<file path="src/hdl/typec_cc_attach_detect_fsm_core_assert.svh">
`ifndef TYPEC_CC_ATTACH_DETECT_FSM_CORE_ASSERT_SVH
`define TYPEC_CC_ATTACH_DETECT_FSM_CORE_ASSERT_SVH

// same-cycle implication, checking off during reset
`define TCAD_ASSERT_NOW(lbl, ante, cons) \
   lbl: assert property (@(posedge clock) disable iff (reset) (ante) |-> (cons)) \
      else $error("tcad assertion failed");

// next-cycle implication, checking off during reset
`define TCAD_ASSERT_NEXT(lbl, ante, cons) \
   lbl: assert property (@(posedge clock) disable iff (reset) (ante) |=> (cons)) \
      else $error("tcad assertion failed");

`endif

</file>
<file path="src/hdl/tcad_pkg.sv">
package tcad_pkg;

   localparam logic [2:0] REQ_VBUS_ON       = 3'd0;
   localparam logic [2:0] REQ_VBUS_OFF      = 3'd1;
   localparam logic [2:0] REQ_DFP           = 3'd2;
   localparam logic [2:0] REQ_DRP           = 3'd3;
   localparam logic [2:0] REQ_TOGGLE_TICK   = 3'd4;
   localparam logic [2:0] REQ_DFP_MEASURED  = 3'd5;
   localparam logic [2:0] REQ_DRP_WAIT_DONE = 3'd6;
   localparam logic [2:0] REQ_LOCK_TIMEOUT  = 3'd7;

   localparam logic [1:0] CSR_DRP_TOGGLE_IN_PHY = 2'd0;
   localparam logic [1:0] CSR_PD_CAPABLE        = 2'd1;
   localparam logic [1:0] CSR_MAX_TOGGLES       = 2'd2;

   localparam logic [3:0] TOGGLE_LIMIT_DEFAULT = 4'd10;

   localparam logic [2:0] LEVEL_OPEN   = 3'd0;
   localparam logic [2:0] LEVEL_RA     = 3'd1;
   localparam logic [2:0] LEVEL_RD_1A5 = 3'd3;
   localparam logic [2:0] LEVEL_RD_3A0 = 3'd4;

   localparam logic [1:0] PHY_UNCHANGED = 2'd0;
   localparam logic [1:0] PHY_UFP       = 2'd1;
   localparam logic [1:0] PHY_DFP       = 2'd2;
   localparam logic [1:0] PHY_DRP       = 2'd3;

   localparam logic [1:0] CC_NONE = 2'd0;
   localparam logic [1:0] CC_PIN1 = 2'd1;
   localparam logic [1:0] CC_PIN2 = 2'd2;

   localparam logic [2:0] CABLE_NONE     = 3'd0;
   localparam logic [2:0] CABLE_USB      = 3'd1;
   localparam logic [2:0] CABLE_USB_HOST = 3'd2;
   localparam logic [2:0] CABLE_UFP      = 3'd3;
   localparam logic [2:0] CABLE_DFP      = 3'd4;

   localparam logic [1:0] PWR_NONE       = 2'd0;
   localparam logic [1:0] PWR_CONNECT    = 2'd1;
   localparam logic [1:0] PWR_DISCONNECT = 2'd2;

   localparam logic [11:0] MA_NONE = 12'd0;
   localparam logic [11:0] MA_1500 = 12'd1500;
   localparam logic [11:0] MA_3000 = 12'd3000;

   localparam logic [1:0] CRC_UNCHANGED = 2'd0;
   localparam logic [1:0] CRC_ENABLE    = 2'd1;
   localparam logic [1:0] CRC_DISABLE   = 2'd2;

   localparam logic [1:0] OTG_NONE   = 2'd0;
   localparam logic [1:0] OTG_ID     = 2'd1;
   localparam logic [1:0] OTG_DETACH = 2'd2;

   localparam logic [2:0] TMR_NONE         = 3'd0;
   localparam logic [2:0] TMR_START_TOGGLE = 3'd1;
   localparam logic [2:0] TMR_STOP_TOGGLE  = 3'd2;
   localparam logic [2:0] TMR_START_LOCK   = 3'd3;
   localparam logic [2:0] TMR_CANCEL_LOCK  = 3'd4;

   typedef struct packed {
      logic [2:0] req_type;
      logic [2:0] cc1_level;
      logic [2:0] cc2_level;
      logic       cc1_valid;
      logic       cc2_valid;
   } tcad_req_type;

   typedef struct packed {
      logic [2:0]  attach_state;
      logic [1:0]  phy_mode_cmd;
      logic        setup_cc;
      logic [1:0]  active_cc;
      logic [2:0]  cable_kind;
      logic        cable_on;
      logic [1:0]  power_event;
      logic [11:0] charge_ma;
      logic [1:0]  autocrc_cmd;
      logic [1:0]  otg_event;
      logic        request_measure;
      logic [2:0]  timer_cmd;
   } tcad_rsp_type;

   function automatic logic lv_open(input logic [2:0] lv);
      return lv == LEVEL_OPEN;
   endfunction

   function automatic logic lv_ra(input logic [2:0] lv);
      return lv == LEVEL_RA;
   endfunction

   function automatic logic lv_rd(input logic [2:0] lv);
      return lv > LEVEL_RA;
   endfunction

   // single pin showing rd while the other is open or ra
   function automatic logic [1:0] pick_cc(input logic [2:0] c1, input logic [2:0] c2);
      logic [1:0] use_cc;
      use_cc = CC_NONE;
      if (lv_rd(c1) && (lv_open(c2) || lv_ra(c2))) begin
         use_cc = CC_PIN1;
      end else if (lv_rd(c2) && (lv_open(c1) || lv_ra(c1))) begin
         use_cc = CC_PIN2;
      end
      return use_cc;
   endfunction

   function automatic logic [11:0] level_ma(input logic [2:0] lv);
      logic [11:0] ma;
      ma = MA_NONE;
      if (lv == LEVEL_RD_1A5) begin
         ma = MA_1500;
      end else if (lv == LEVEL_RD_3A0) begin
         ma = MA_3000;
      end
      return ma;
   endfunction

endpackage

</file>
<file path="src/hdl/typec_cc_attach_detect_fsm_core.sv">
// rsp_valid is registered and rises in the cycle after a req transfer
// throughput: one event per cycle while rsp_ready is high, set by the single result register
// a new event is taken while the pending result is being taken
// reset: synchronous, state unattached drp, vbus and toggle state cleared,
// max_toggles back to 10, other registers cleared except rsp_data_ff, which is not reset
`include "typec_cc_attach_detect_fsm_core_assert.svh"

module typec_cc_attach_detect_fsm_core
   import tcad_pkg::*;
(
   input  logic         clock,
   input  logic         reset,
   input  logic         req_valid,
   output logic         req_ready,
   input  tcad_req_type req_data,
   output logic         rsp_valid,
   input  logic         rsp_ready,
   output tcad_rsp_type rsp_data,
   input  logic         csr_valid,
   output logic         csr_ready,
   input  logic [1:0]   csr_index,
   input  logic [3:0]   csr_wdata
);

   typedef enum logic [2:0] {
      ST_UNATT_DRP = 3'd0,
      ST_UNATT_UFP = 3'd1,
      ST_UNATT_DFP = 3'd2,
      ST_DRP_WAIT  = 3'd3,
      ST_ATT_DFP   = 3'd4,
      ST_ATT_UFP   = 3'd5,
      ST_LOCK_UFP  = 3'd6
   } state_type;

   state_type    state_ff, state_in;
   logic         vbus_seen_ff, vbus_seen_in;
   logic [3:0]   toggle_count_ff, toggle_count_in;
   logic         toggle_active_ff, toggle_active_in;
   logic [1:0]   pending_cc_ff, pending_cc_in;
   logic         drp_toggle_in_phy_ff;
   logic         pd_capable_ff;
   logic [3:0]   max_toggles_ff;
   logic         rsp_valid_ff;
   tcad_rsp_type rsp_data_ff, rsp_data_in;
   logic         req_xfer;
   logic [1:0]   use_cc;
   logic [4:0]   tick_count;

   assign req_ready = !rsp_valid_ff || rsp_ready;
   assign req_xfer  = req_valid && req_ready;
   assign csr_ready = 1'b1;
   assign rsp_valid = rsp_valid_ff;
   assign rsp_data  = rsp_data_ff;

   assign use_cc     = pick_cc(req_data.cc1_level, req_data.cc2_level);
   assign tick_count = {1'b0, toggle_count_ff} + 5'd1;

   always_comb begin
      state_in         = state_ff;
      vbus_seen_in     = vbus_seen_ff;
      toggle_count_in  = toggle_count_ff;
      toggle_active_in = toggle_active_ff;
      pending_cc_in    = pending_cc_ff;
      rsp_data_in      = '0;
      unique case (req_data.req_type)
         REQ_VBUS_ON: begin
            vbus_seen_in          = 1'b1;
            toggle_count_in       = '0;
            toggle_active_in      = 1'b0;
            rsp_data_in.timer_cmd = (state_ff == ST_LOCK_UFP) ? TMR_CANCEL_LOCK
                                                               : TMR_STOP_TOGGLE;
            if (state_ff != ST_ATT_DFP) begin
               if (!drp_toggle_in_phy_ff &&
                   (state_ff == ST_UNATT_DFP || state_ff == ST_UNATT_DRP)) begin
                  rsp_data_in.phy_mode_cmd = PHY_UFP;
               end
               if (lv_open(req_data.cc1_level) && lv_open(req_data.cc2_level)) begin
                  state_in                 = ST_UNATT_DRP;
                  rsp_data_in.phy_mode_cmd = PHY_DRP;
               end else if (use_cc != CC_NONE) begin
                  state_in                = ST_ATT_UFP;
                  rsp_data_in.setup_cc    = 1'b1;
                  rsp_data_in.active_cc   = use_cc;
                  rsp_data_in.cable_kind  = pd_capable_ff ? CABLE_UFP : CABLE_USB;
                  rsp_data_in.cable_on    = 1'b1;
                  rsp_data_in.autocrc_cmd = CRC_ENABLE;
                  rsp_data_in.power_event = PWR_CONNECT;
                  rsp_data_in.charge_ma   = level_ma((use_cc == CC_PIN1) ?
                                            req_data.cc1_level : req_data.cc2_level);
               end
            end
         end
         REQ_VBUS_OFF: begin
            vbus_seen_in            = 1'b0;
            toggle_count_in         = '0;
            rsp_data_in.setup_cc    = !drp_toggle_in_phy_ff;
            rsp_data_in.autocrc_cmd = CRC_DISABLE;
            if (state_ff == ST_ATT_UFP) begin
               state_in                = ST_UNATT_DRP;
               rsp_data_in.cable_kind  = pd_capable_ff ? CABLE_UFP : CABLE_USB;
               rsp_data_in.power_event = PWR_DISCONNECT;
            end else begin
               state_in                 = ST_LOCK_UFP;
               rsp_data_in.cable_kind   = pd_capable_ff ? CABLE_DFP : CABLE_USB_HOST;
               rsp_data_in.otg_event    = OTG_DETACH;
               rsp_data_in.timer_cmd    = TMR_START_LOCK;
               rsp_data_in.phy_mode_cmd = PHY_UFP;
            end
         end
         REQ_DFP: begin
            state_in                    = ST_UNATT_DFP;
            rsp_data_in.request_measure = !vbus_seen_ff;
         end
         REQ_DRP: begin
            if (!drp_toggle_in_phy_ff) begin
               state_in              = ST_UNATT_DRP;
               toggle_active_in      = 1'b1;
               rsp_data_in.timer_cmd = TMR_START_TOGGLE;
            end
         end
         REQ_TOGGLE_TICK: begin
            if (toggle_active_ff) begin
               if (tick_count > {1'b0, max_toggles_ff}) begin
                  toggle_count_in          = '0;
                  toggle_active_in         = 1'b0;
                  state_in                 = ST_UNATT_DRP;
                  rsp_data_in.timer_cmd    = TMR_STOP_TOGGLE;
                  rsp_data_in.phy_mode_cmd = PHY_DRP;
               end else begin
                  toggle_count_in = tick_count[3:0];
                  if (!vbus_seen_ff) begin
                     if (state_ff == ST_UNATT_DFP || state_ff == ST_UNATT_DRP) begin
                        state_in                 = ST_UNATT_UFP;
                        rsp_data_in.phy_mode_cmd = PHY_UFP;
                     end else if (state_ff == ST_UNATT_UFP) begin
                        state_in                    = ST_UNATT_DFP;
                        rsp_data_in.phy_mode_cmd    = PHY_DFP;
                        rsp_data_in.request_measure = 1'b1;
                     end
                  end
               end
            end
         end
         REQ_DFP_MEASURED: begin
            if (state_ff == ST_UNATT_DFP && !vbus_seen_ff) begin
               if (req_data.cc1_valid && req_data.cc2_valid && use_cc != CC_NONE) begin
                  toggle_active_in      = 1'b0;
                  pending_cc_in         = use_cc;
                  state_in              = ST_DRP_WAIT;
                  rsp_data_in.timer_cmd = TMR_STOP_TOGGLE;
               end else if (req_data.cc1_valid && req_data.cc2_valid &&
                            ((lv_ra(req_data.cc1_level) && lv_ra(req_data.cc2_level)) ||
                             (lv_rd(req_data.cc1_level) && lv_rd(req_data.cc2_level)))) begin
                  state_in              = ST_ATT_DFP;
                  toggle_count_in       = '0;
                  toggle_active_in      = 1'b0;
                  rsp_data_in.timer_cmd = TMR_STOP_TOGGLE;
               end else if (!drp_toggle_in_phy_ff) begin
                  rsp_data_in.request_measure = 1'b1;
               end else begin
                  rsp_data_in.phy_mode_cmd = PHY_DRP;
               end
            end
         end
         REQ_DRP_WAIT_DONE: begin
            if (state_ff == ST_DRP_WAIT) begin
               state_in                = ST_ATT_DFP;
               toggle_count_in         = '0;
               rsp_data_in.setup_cc    = 1'b1;
               rsp_data_in.active_cc   = pending_cc_ff;
               rsp_data_in.cable_kind  = pd_capable_ff ? CABLE_DFP : CABLE_USB_HOST;
               rsp_data_in.cable_on    = 1'b1;
               rsp_data_in.autocrc_cmd = CRC_ENABLE;
               rsp_data_in.otg_event   = OTG_ID;
            end
         end
         REQ_LOCK_TIMEOUT: begin
            if (state_ff == ST_LOCK_UFP) begin
               state_in                 = ST_UNATT_DRP;
               rsp_data_in.phy_mode_cmd = PHY_DRP;
            end
         end
      endcase
      rsp_data_in.attach_state = state_in;
   end

   always_ff @(posedge clock) begin
      if (reset) begin
         state_ff             <= ST_UNATT_DRP;
         vbus_seen_ff         <= 1'b0;
         toggle_count_ff      <= '0;
         toggle_active_ff     <= 1'b0;
         pending_cc_ff        <= CC_NONE;
         drp_toggle_in_phy_ff <= 1'b0;
         pd_capable_ff        <= 1'b0;
         max_toggles_ff       <= TOGGLE_LIMIT_DEFAULT;
         rsp_valid_ff         <= 1'b0;
      end else begin
         if (csr_valid && csr_ready) begin
            unique case (csr_index)
               CSR_DRP_TOGGLE_IN_PHY: drp_toggle_in_phy_ff <= csr_wdata[0];
               CSR_PD_CAPABLE:        pd_capable_ff        <= csr_wdata[0];
               CSR_MAX_TOGGLES:       max_toggles_ff       <= csr_wdata;
               default: ;
            endcase
         end
         if (req_xfer) begin
            state_ff         <= state_in;
            vbus_seen_ff     <= vbus_seen_in;
            toggle_count_ff  <= toggle_count_in;
            toggle_active_ff <= toggle_active_in;
            pending_cc_ff    <= pending_cc_in;
            rsp_valid_ff     <= 1'b1;
         end else if (rsp_ready) begin
            rsp_valid_ff     <= 1'b0;
         end
      end
      if (req_xfer) begin
         rsp_data_ff <= rsp_data_in;
      end
   end

   `TCAD_ASSERT_NOW(a_stall_blocks_req, rsp_valid_ff && !rsp_ready, !req_ready)
   `TCAD_ASSERT_NOW(a_cc_needs_setup, rsp_valid_ff && rsp_data_ff.active_cc != CC_NONE,
                    rsp_data_ff.setup_cc)
   `TCAD_ASSERT_NOW(a_ma_needs_connect, rsp_valid_ff && rsp_data_ff.charge_ma != MA_NONE,
                    rsp_data_ff.power_event == PWR_CONNECT)
   `TCAD_ASSERT_NOW(a_state_matches_rsp, rsp_valid_ff,
                    rsp_data_ff.attach_state == state_ff)
   `TCAD_ASSERT_NEXT(a_vbus_off_locks,
                     req_xfer && req_data.req_type == REQ_VBUS_OFF && state_ff != ST_ATT_UFP,
                     state_ff == ST_LOCK_UFP && !vbus_seen_ff)

endmodule
</file>
<file path="config.mk">
export PLATFORM = sky130hd
export DESIGN_NAME = typec_cc_attach_detect_fsm_core
export DESIGN_NICKNAME = d
export VERILOG_FILES = /design/src/hdl/tcad_pkg.sv /design/src/hdl/typec_cc_attach_detect_fsm_core.sv
export VERILOG_INCLUDE_DIRS = /design/src /design/src/hdl
export SDC_FILE = /design/constraint.sdc
export NUM_CORES = 1
export LEC_CHECK = 0
export BUFFER_PORTS_ARGS = -buffer_cell sky130_fd_sc_hd__buf_2
export CORE_MARGIN = 10
export CORE_UTILIZATION = 54
export CTS_BUF_LIST = sky130_fd_sc_hd__clkbuf_4 sky130_fd_sc_hd__clkbuf_8 sky130_fd_sc_hd__clkbuf_16
export CTS_CLUSTER_DIAMETER = 80
export CTS_CLUSTER_SIZE = 16
export DETAILED_ROUTE_END_ITERATION = 10
export PLACE_DENSITY = 0.83
export SLEW_MARGIN = 20
export SYNTH_ARGS = -nofsm -noshare
export SYNTH_HDL_FRONTEND = slang
export SYNTH_SLANG_ARGS = --single-unit
</file>
<file path="constraint.sdc">
create_clock -name clock -period 3.15 [get_ports clock]
set_input_delay 0 -clock clock [delete_from_list [all_inputs] [get_ports clock]]
set_output_delay 0 -clock clock [all_outputs]
set_load 0.02 [all_outputs]
</file>
==> flow_summary_export.csv <==
group,metric,value,unit
run_status,status,"completed",
power_and_ir_drop,combPwrFrac,17.2,%
sta,report.final.slew_viol_count,0,
yosys,synthCells,271,
detailed_routing,drtIter0Drc,301,
detailed_routing,viasPerCell,6.12,
power_and_ir_drop,switching_share,28.7,%
detailed_routing,drcViolationCount,0,
detailed_routing,vias,2270,
grt,grt_util_all_layers,16.6,%
sta,max_slew_margin,58.5,%
clock_network,ctsHoldBuffers,5,
worst_setup_path,critical_path.max_stage_delay,0.49,ns
power_and_ir_drop,clkPwrFrac,29.2,%
sta,rsz0062_at_grt,"false",
place,port_buffers,55,
power_and_ir_drop,powerDensity,418,mW/mm^2
hold_path,min_path_type,"in -> reg",
clock_network,clk_latency,0.30,ns
worst_setup_path,crit_type,"reg -> reg",
floorplan,core_area,0.00444,mm^2
power_and_ir_drop,power.switching,0.345,mW
yosys,seq_area_frac_synth,43.8,%
sta,tightest_slew,0.622,ns
finish,layout_common_cells,"55 x buf_2, 36 x nand2_1, 25 x edfxtp_1",
detailed_routing,drt_pass1_iterations,5,
detailed_routing,routedWlPerCell,17.1,um
power_and_ir_drop,finalPower,1.20,mW
worst_setup_path,cp_slowest_cell,"or4b_1",
worst_setup_path,cp-startpoint,"toggle_count_ff[0]",
hold_path,worstHoldStart,"rsp_ready",
worst_setup_path,worstPathArrival,2.70,ns
floorplan,die_w,88.6,um
clock_network,clock_path_buffers,2,
floorplan,rows,24,
clock_network,ctsResizeCount,0,
yosys,avgSynthCellArea,9.37,um^2
detailed_routing,antenna_left,0,
clock_network,cts_setup_buffers,0,
sta,setup_ws,0.487,ns
grt,antenna_found_initial,0,
floorplan,dieArea,0.00784,mm^2
finish,final_util,64.8,%
yosys,synthArstFlopShare,0,%
finish,drive_gt1_share,24.1,%
clock_network,h-tree-depth,2,
grt,grt-ovfl-total,0,
sta,timing.final.crit_share,84.6,%
floorplan,io_pins,59,
clock_network,cts_made_buffers,5,
clock_network,path_clk_slew,0.08,ns
yosys,synthFlopType,"edfxtp_1",
clock_network,cts-root-buf,"clkbuf_8",
clock_network,clock_sinks,43,
finish,layout_commonest_cell,"buf_2",
finish,area_growth,13.4,%
worst_setup_path,crit_top_cell,"ha_1",
clock_network,cts_tree,"done",
worst_setup_path,start_kind,"register",
place,pre_cts_ws,0.568,ns
grt,grt_max_degree,20,
yosys,ys_ff_latch,43,
place,routabilityCongestion,0.974,
worst_setup_path,path_max_fanout,6,
finish,fin_nets,346,
worst_setup_path,required,3.19,ns
sta,fin_tns_setup,0,ns
sta,clock_skew,0.0104,ns
power_and_ir_drop,p_int,0.858,mW
worst_setup_path,cp-end-kind,"register",
sta,min_period,2.66,ns
yosys,syn-cell-area,0.00254,mm^2
sta,finalSetupViolations,0,
yosys,ys_warn_count,0,
grt,grt_pass1_wl,10400,um
sta,hold_viol,0,
detailed_routing,wl,6340,um
floorplan,start_util,57.1,%
place,dp_hpwl,4720,um
worst_setup_path,r2r-start,"toggle_count_ff[0]",
power_and_ir_drop,seqPwrFrac,53.6,%
sta,max_freq,0.375,GHz
floorplan,dieHeight,88.6,um
place,dpl_cell_area,0.00274,mm^2
power_and_ir_drop,ir_drop,0.219,mV
finish,design_area,0.00288,mm^2
yosys,synth_edf_count,25,
finish,n_antenna_cell,0,
flow_run,drv_cap,0,
yosys,ys_types,62,
worst_setup_path,path_cells,"ha_1, xor2_1, ha_1, and4_1, a31oi_1, nor2_1, o21ai_0, or4b_1",
power_and_ir_drop,p_leak,1.20,nW
grt,first_global_vias,2172,
==> state kept, by name (all words and copies together), names as in the netlist <==
register,count
vbus_seen_ff,1
toggle_count_ff,4
toggle_active_ff,1
pd_capable_ff,1
rsp_data,25
max_toggles_ff,4
pending_cc_ff,2
drp_toggle_in_phy_ff,1
rsp_valid,1
state_ff,3
==> worst paths after layout <==
kind | cells past startpoint | slack [ns] | endpoint
setup / recovery | 8 | 0.49 | rsp_data[29]
hold / removal | 3 | 0.01 | rsp_valid
setup reg to reg | 8 | 0.49 | rsp_data[29]
hold reg to reg | 2 | 0.51 | max_toggles_ff[2]
==> layer usage <==
metal,share of wire (%),vias to the layer above,GRT usage [%]
li1,-,1088,-
met1,41,1041,19.4
met2,48,129,28.1
met3,9.5,12,4.32
met4,1.7,0,7.20
met5,0,-,0
==> power groups by stage <==
stage          Combinational (mW)  Clock [mW]  Sequential [mW]
6_report                    0.207       0.352            0.644
5_1_grt                     0.226       0.380            0.649
4_1_cts                     0.206       0.358            0.644
3_5_place_dp                0.200           0            0.657
3_3_place_gp                0.196           0            0.657
2_1_floorplan               0.124           0            0.675
==> stage by stage <==
step | hold slack, ns | std cells
floorplan | 0.129 | 272
global placement | 0.232 | 358
detailed placement | 0.233 | 358
CTS | 0.0153 | 371
global route | 0.0424 | 371
finish | 0.0137 | 371
==> cells in the mapped netlist, drive strengths merged (2+ instances only) <==
cell type	instances	area (um^2)
nand2b	4	25.0
nor3b	4	30.0
mux2i	8	80.1
inv	13	48.8
and3	3	18.8
or2	2	12.5
nor4	2	18.8
nand3b	2	15.0
a311oi	3	32.5
a211oi	4	30.0
o311ai	2	17.5
o41ai	3	33.8
or4	2	18.8
xnor2	2	25.0
buf	15	120
o211ai	4	30.0
dfxtp	18	360
conb	2	7.51
a22o	3	26.3
ha	6	75.1
or4b	2	20.0
and4	2	17.5
a31oi	5	31.3
o22ai	3	18.8
nand3	8	40.0
a41oi	2	17.5
nor2	18	70.1
a21oi	12	60.1
nand2	36	135
edfxtp	25	751
nor3	8	40.0
xor2	2	17.5
o221ai	2	17.5
nor2b	4	25.0
o21ai	19	98.8
clkbuf	6	22.5
==> logic make-up after synthesis <==
family	after synthesis	share of synthesized area, %
simple gates	103	21.3
compound gates	70	18.9
flops	43	43.8
buf+inv	35	7.89
mux	8	3.15
fa+ha+maj	6	2.96
xor+xnor	4	1.68
other cells	2	0.296
==> area by class of cell <==
type | instances | area [um^2]
clock buffer | 6 | 76.3
clock inverter | 2 | 12.5
fill | 378 | 1570
inverter | 13 | 48.8
multi-input combinational | 194 | 1230
sequential | 43 | 1110
tap | 52 | 65.1
timing repair buffer | 61 | 333
==> worst max-delay path, delay by kind of cell, from the launching register on <==
kind / cells / cell delay [ns]
simple gates: 3 / 1.04
fa+ha+maj: 2 / 0.57
flops: 1 / 0.35
compound gates: 2 / 0.27
xor+xnor: 1 / 0.16
No activity file was read; power rests on OpenSTA's default activity.
